--- config.mk ---
export PLATFORM = sky130hd
export DESIGN_NAME = chgs_mul
export DESIGN_NICKNAME = d
export VERILOG_FILES = /design/src/hw/rtl/chgs_mul.sv
export SDC_FILE = /design/constraint.sdc
export NUM_CORES = 2
export LEC_CHECK = 0
export BUFFER_PORTS_ARGS = -buffer_cell sky130_fd_sc_hd__buf_2
export CAP_MARGIN = 0
export CORE_UTILIZATION = 40
export DETAILED_ROUTE_END_ITERATION = 8
export PLACE_DENSITY = 0.62
export SLEW_MARGIN = 25
export SYNTH_ARGS = -nofsm -noshare
export SYNTH_HDL_FRONTEND = slang
export SYNTH_SLANG_ARGS = --single-unit
--- constraint.sdc ---
create_clock -name clk_i -period 11.5 [get_ports clk_i]
set_input_delay 0.575 -clock clk_i [delete_from_list [all_inputs] [get_ports clk_i]]
set_output_delay 0.575 -clock clk_i [all_outputs]
set_load 0.02 [all_outputs]
--- src/hw/rtl/chgs_mul.sv ---
// Shared 34x34 signed multiply-subtract: r = a*b - c*d, one product per cycle.
`timescale 1ns / 1ps
`default_nettype none
module chgs_mul (
  input  wire logic               clk_i,
  input  wire logic               rst_ni,
  input  wire logic               start_i,
  input  wire logic signed [33:0] a_i,
  input  wire logic signed [33:0] b_i,
  input  wire logic signed [33:0] c_i,
  input  wire logic signed [33:0] d_i,
  output logic                    done_o,
  output logic signed [69:0]      res_o
);
  logic [1:0] ph_q, ph_d;
  logic signed [33:0] a_q, b_q, c_q, d_q;
  logic signed [67:0] p_q;
  logic signed [69:0] r_q;
  logic signed [33:0] m1, m2;

  assign m1 = (ph_q == 2'd1) ? a_q : c_q;
  assign m2 = (ph_q == 2'd1) ? b_q : d_q;

  always_comb begin
    ph_d = ph_q;
    if (start_i) ph_d = 2'd1;
    else if (ph_q == 2'd1) ph_d = 2'd2;
    else if (ph_q == 2'd2) ph_d = 2'd3;
    else if (ph_q == 2'd3) ph_d = 2'd0;
  end

  always_ff @(posedge clk_i or negedge rst_ni) begin
    if (!rst_ni) ph_q <= 2'd0;
    else ph_q <= ph_d;
  end

  always_ff @(posedge clk_i) begin
    if (start_i) begin
      a_q <= a_i; b_q <= b_i; c_q <= c_i; d_q <= d_i;
    end
    if (ph_q == 2'd1 || ph_q == 2'd2) p_q <= m1 * m2;
    if (ph_q == 2'd2) r_q <= 70'(p_q);
    if (ph_q == 2'd3) r_q <= r_q - 70'(p_q);
  end

  assign done_o = (ph_q == 2'd0) && !start_i;
  assign res_o  = r_q;
endmodule
`default_nettype wire

==> After elaboration in Yosys (flattened, before gate mapping) <==
Cells that the tools add are included.
{ "totals": {"mem_count": 0, "rom_bits": 0, "latchBits": 0, "elab_cells": 26, "out_inout_bits": 71, "reg_bits": 276, "input_bits": 139, "mem_bits_rw": 0} }
{ "classes": {"n_eq_ne": 3, "n_mux": 8, "multipliers": 1, "n_bitwise": 0, "reduce_logical": 6, "n_shift": 0, "magnitude_cmp": 0, "n_div": 0, "add_sub_neg": 1} }
{ "ops": {"columns": ["operator", "n"], "rows": [
  ["70-bit 2-to-1 mux", 2],
  ["70-bit by 68-bit subtractor with 70-bit output", 1],
  ["34-bit by 34-bit multiplier with 68-bit output", 1],
  ["34-bit 2-to-1 mux", 2],
  ["2-bit 2-to-1 mux", 4],
  ["2-bit == test, second input constant", 2],
  ["4-bit nonzero test", 1],
  ["2-bit by 1-bit == test with 1-bit output, second input constant", 1],
  ["2-bit logical NOT", 1],
  ["2-bit nonzero test", 1],
  ["1-bit logical AND", 1],
  ["1-bit logical NOT", 1],
  ["1-bit logical OR", 1]
]} }

==> Depth between registers and ports, before layout <==
{ "logic_depth": {"depth_word": 5, "mapped_depth": 37, "ltp_nobuf": 32} }

==> Worst setup path before layout <==
Ideal clock, no wire load.
{ "synth_path": {"path_type": "register to register", "start": "reg ph_q[1]", "end": "reg p_q[66], data pin", "path_buffers": 5, "slack_ns": 1.778, "t_required_ns": 11.244, "arrival_ns": 9.466, "stages_incl_launch_ff": 29, "path_cell_list": "dfrtp_1 -> inv_1 -> ha_1 -> clkbuf_1 -> buf_1 -> buf_1 -> mux2i_1 -> clkbuf_1 -> nor2_1 -> fa_1 -> fa_1 -> fa_1 -> fa_1 -> inv_1 -> fa_1 -> fa_1 -> fa_1 -> fa_1 -> inv_1 -> ha_1 -> a21o_1 -> a31o_2 -> a21oi_1 -> a21oi_1 -> or3_1 -> buf_2 -> a31o_1 -> or4b_1 -> and4_1"} }
{ "synth_between": {"elab_chain_len": 3, "word_cells_on_any_way": 4, "cone_classes": "mul (1); eq/ne (1); mux (2)"} }
{ "synth_lines": {"columns": ["element", "line_no", "rtl"], "rows": [
  ["from (decl)", "15", "logic [1:0] ph_q, ph_d;"],
  ["from (signal assigned)", "34", "else ph_q <= ph_d;"],
  ["2-bit by 1-bit == test with 1-bit output (*)", "21, 22", null],
  ["34-bit 2-to-1 mux, on equally long branches", "21, 22", null],
  ["34-bit by 34-bit multiplier with 68-bit output (*)", "41", "if (ph_q == 2'd1 || ph_q == 2'd2) p_q <= m1 * m2;"],
  ["to (signal assigned)", "41", null],
  ["to (decl)", "17", "logic signed [67:0] p_q;"]
]} }
Every way passes the cells marked *; elsewhere a longest branch is shown, timed or not.
A chain may end at the register's enable or synchronous reset.

==> Worst setup path after layout <==
{ "layout_path": {"start": "reg ph_q[1]", "end": "reg p_q[64], data pin"} }
Same word-level chain as after synthesis.

==> impl_metrics.json <==
{
  "r2r_cells": 30,
  "r2r-end": "p_q[64]",
  "netlist_area_sq_mm": 0.0547,
  "detail_route.wl_per_cell_microns": 23.1,
  "ios": 210,
  "report.final.slew_viol_count": 0,
  "finClkSkew_ns": 0.0208,
  "viasPerCell": 5.35,
  "placed_area_sq_mm": 0.0582,
  "synth_area_leaders": "fa_1 (45%), edfxtp_1 (15%), inv_1 (8.9%)",
  "place_inst": 7546,
  "multi_input_area_sq_mm": 0.0409,
  "critPathMaxFanout": 27,
  "dp_slack_ns": 0.898,
  "startpoint": "ph_q[1]",
  "hold_viol": 0,
  "synth_top_cell_area_share_pct": 45.5,
  "cts_made_buffers": 37,
  "syn_nets": 7355,
  "initial_utilization_pct": 40.4,
  "setup_viol": 0,
  "nNetsFinal": 7463,
  "grt_overflow": 0,
  "vias": 40700,
  "synth-simple-area-share_pct": 11.6,
  "ant_nets": 0,
  "min_path_type": "input port to flip-flop",
  "synthMuxAreaShare_pct": 2.84,
  "grt_start_max_net_pins": 79,
  "synth_top_family_by_area": "adder cells",
  "grt_antenna_before_repair": 4,
  "chipHeight_microns": 372,
  "finalInstanceArea_sq_mm": 0.0594,
  "hpwlAfterDp_microns": 144000,
  "area_growth_pct": 8.71,
  "synthAdderAreaFrac_pct": 51.8,
  "critPathSlowestCell": "mux2i_2",
  "grt_pass1_wl_microns": 268000,
  "clkSlewWorstSetupHoldPaths_ns": 0.06,
  "cts_resized": 0,
  "regArea_sq_mm": 0.00828,
  "grt.total_usage_pct": 26.2,
  "crit_type": "flip-flop to flip-flop",
  "slew_headroom_pct": 24.0,
  "worst_pin_slew_ns": 1.12,
  "htree_levels": 2,
  "clockBufferDepth": 3,
  "holdBufCountCts": 1,
  "fin_crit_sh_pct": 92.0,
  "core_sq_mm": 0.135,
  "synth_cells": 5697,
  "cts_root_buffer": "clkbuf_16",
  "gp_congestion": 0.974,
  "cts_tree": "built",
  "crit_path_end": "p_q[64]",
  "wirelength_microns": 176000,
  "ys_types": 79,
  "syn_avg_cell_area_sq_um": 9.60,
  "dieArea_sq_mm": 0.138,
  "rr_startpoint": "ph_q[1]",
  "r2r_slack_ns": 0.92,
  "arrival_ns": 11.04,
  "crit_required_ns": 11.96,
  "fin_cells": 7615,
  "crit_top_cell": "fa_1",
  "ys_seq_area_share_pct": 15.1,
  "status": "complete, no violations",
  "synth-async-reset-ratio_pct": 0.725,
  "max_freq_mhz": 94.5,
  "synth_compound_area_share_pct": 5.79,
  "maxCapViolCount": 0,
  "clkLatencyLatePin_ns": 0.60,
  "grt_pass1_vias": 44100,
  "die_x_microns": 372,
  "clock-sinks": 276,
  "cts_setup_buffers": 0,
  "synth_edf_count": 274,
  "layout_setup_ws_ns": 0.918,
  "ys_ff_latch": 276,
  "row_count": 135,
  "max_stage_delay_ns": 0.91,
  "yosysTopAreaCell": "fa_1",
  "post-route-drc-count": 0,
  "drtIter0Drc": 3354,
  "cp-start-kind": "flip-flop",
  "drive_gt1_share_pct": 8.59,
  "synth_flop_cell": "edfxtp_1",
  "cp-end-kind": "flip-flop",
  "fill_cells": 13200,
  "period_minus_slack_ns": 10.58,
  "synth_warnings": 0,
  "port_buffers": 209,
  "dr.pass1.iters": 8,
  "finalSetupTns_ns": 0,
  "synth_xor_area_share_pct": 2.11,
  "rsz0062_at_grt": "no"
}
==> Yosys cell counts, drive strengths merged, types with 7 or more instances <==
cell type / n
a211oi: 15
a21o: 68
a21oi: 159
a31oi: 19
and2: 13
and3: 15
buf: 28
clkbuf: 215
edfxtp: 274
fa: 1242
ha: 277
inv: 1302
mux2: 65
mux2i: 82
nand2: 686
nand2b: 14
nand3: 35
nand4: 35
nor2: 708
nor2b: 11
nor3: 16
nor4: 9
o211ai: 17
o21a: 13
o21ai: 118
o21bai: 20
or2: 7
or3: 10
xnor2: 81
xor2: 51
==> sequential cells by signal, summed over array words and instances (netlist names) <==
name,cells
ph_q,2
p_q,68
a_q,34
b_q,34
res_o,70
c_q,34
d_q,34
==> cells in the final DEF, fill, tap and decap left out, drive strengths merged, types with 65 or more instances in the layout <==
cell type / n
a21o: 68
a21oi: 159
buf: 311
edfxtp: 274
fa: 1242
ha: 277
inv: 1305
mux2: 65
mux2i: 82
nand2: 686
nor2: 708
o21ai: 118
xnor2: 81
==> final cells by class <==
class	instances	share of cell area, %
clock buffer	45	1.64
antenna	3	0.0126
sequential	276	13.9
inverter	1302	8.22
multi-input combinational	3876	68.9
timing repair buffer	312	3.19
tap	1781	3.75
clock inverter	20	0.392
==> through the flow <==
stage | utilization [%] | hold WS [ns]
2_1_floorplan | - | 0.279
3_3_place_gp | 42.9 | 0.481
3_5_place_dp | 43.0 | 0.480
4_1_cts | 43.9 | 0.115
5_1_grt | 43.9 | 0.129
6_report | 43.9 | 0.145
==> worst max-delay path: cells and delay by family, from the launching register on <==
family                   cells  cell delay [ns]
AND/OR/NAND/NOR              4             0.48
flip-flops                   1             0.44
multiplexers                 1             0.91
adder cells (fa/ha/maj)     10             5.05
buffers and inverters        9             1.40
AO/OA/AOI/OAI                6             2.14
==> logic make-up after synthesis <==
kind of cell               count (synthesis)
AOI/OAI and AO/OA                        501
xor gates and xnor gates                 132
adders and majority gates               1519
buffers and inverters                   1545
DFF                                      276
muxes                                    147
and+or+nand+nor                         1577
==> worst min-delay path by stage <==
| stage | startpoint | to | cells after the start |
|---|---|---|---|
| 2_1_floorplan | rst_ni | ph_q[0] | 0 |
| 3_3_place_gp | rst_ni | ph_q[1] | 1 |
| 3_5_place_dp | rst_ni | ph_q[0] | 1 |
| 4_1_cts | a_i[31] | a_q[31] | 1 |
| 5_1_grt | a_i[23] | a_q[23] | 1 |
| 6_report | a_i[23] | a_q[23] | 1 |
==> metal layers <==
| layer | track usage (%) | vias up | routed length (microns) |
|---|---|---|---|
| met1 | 32.9 | 20900 | 68900 |
| met3 | 6.40 | 458 | 16300 |
| met2 | 42.5 | 1909 | 81300 |
| met5 | 0 | - | 0 |
| li1 | - | 17400 | - |
| met4 | 12.2 | 0 | 9290 |
Power is not shown: default switching activity piles up to over one toggle a cycle in this logic, so the estimate is an artifact.
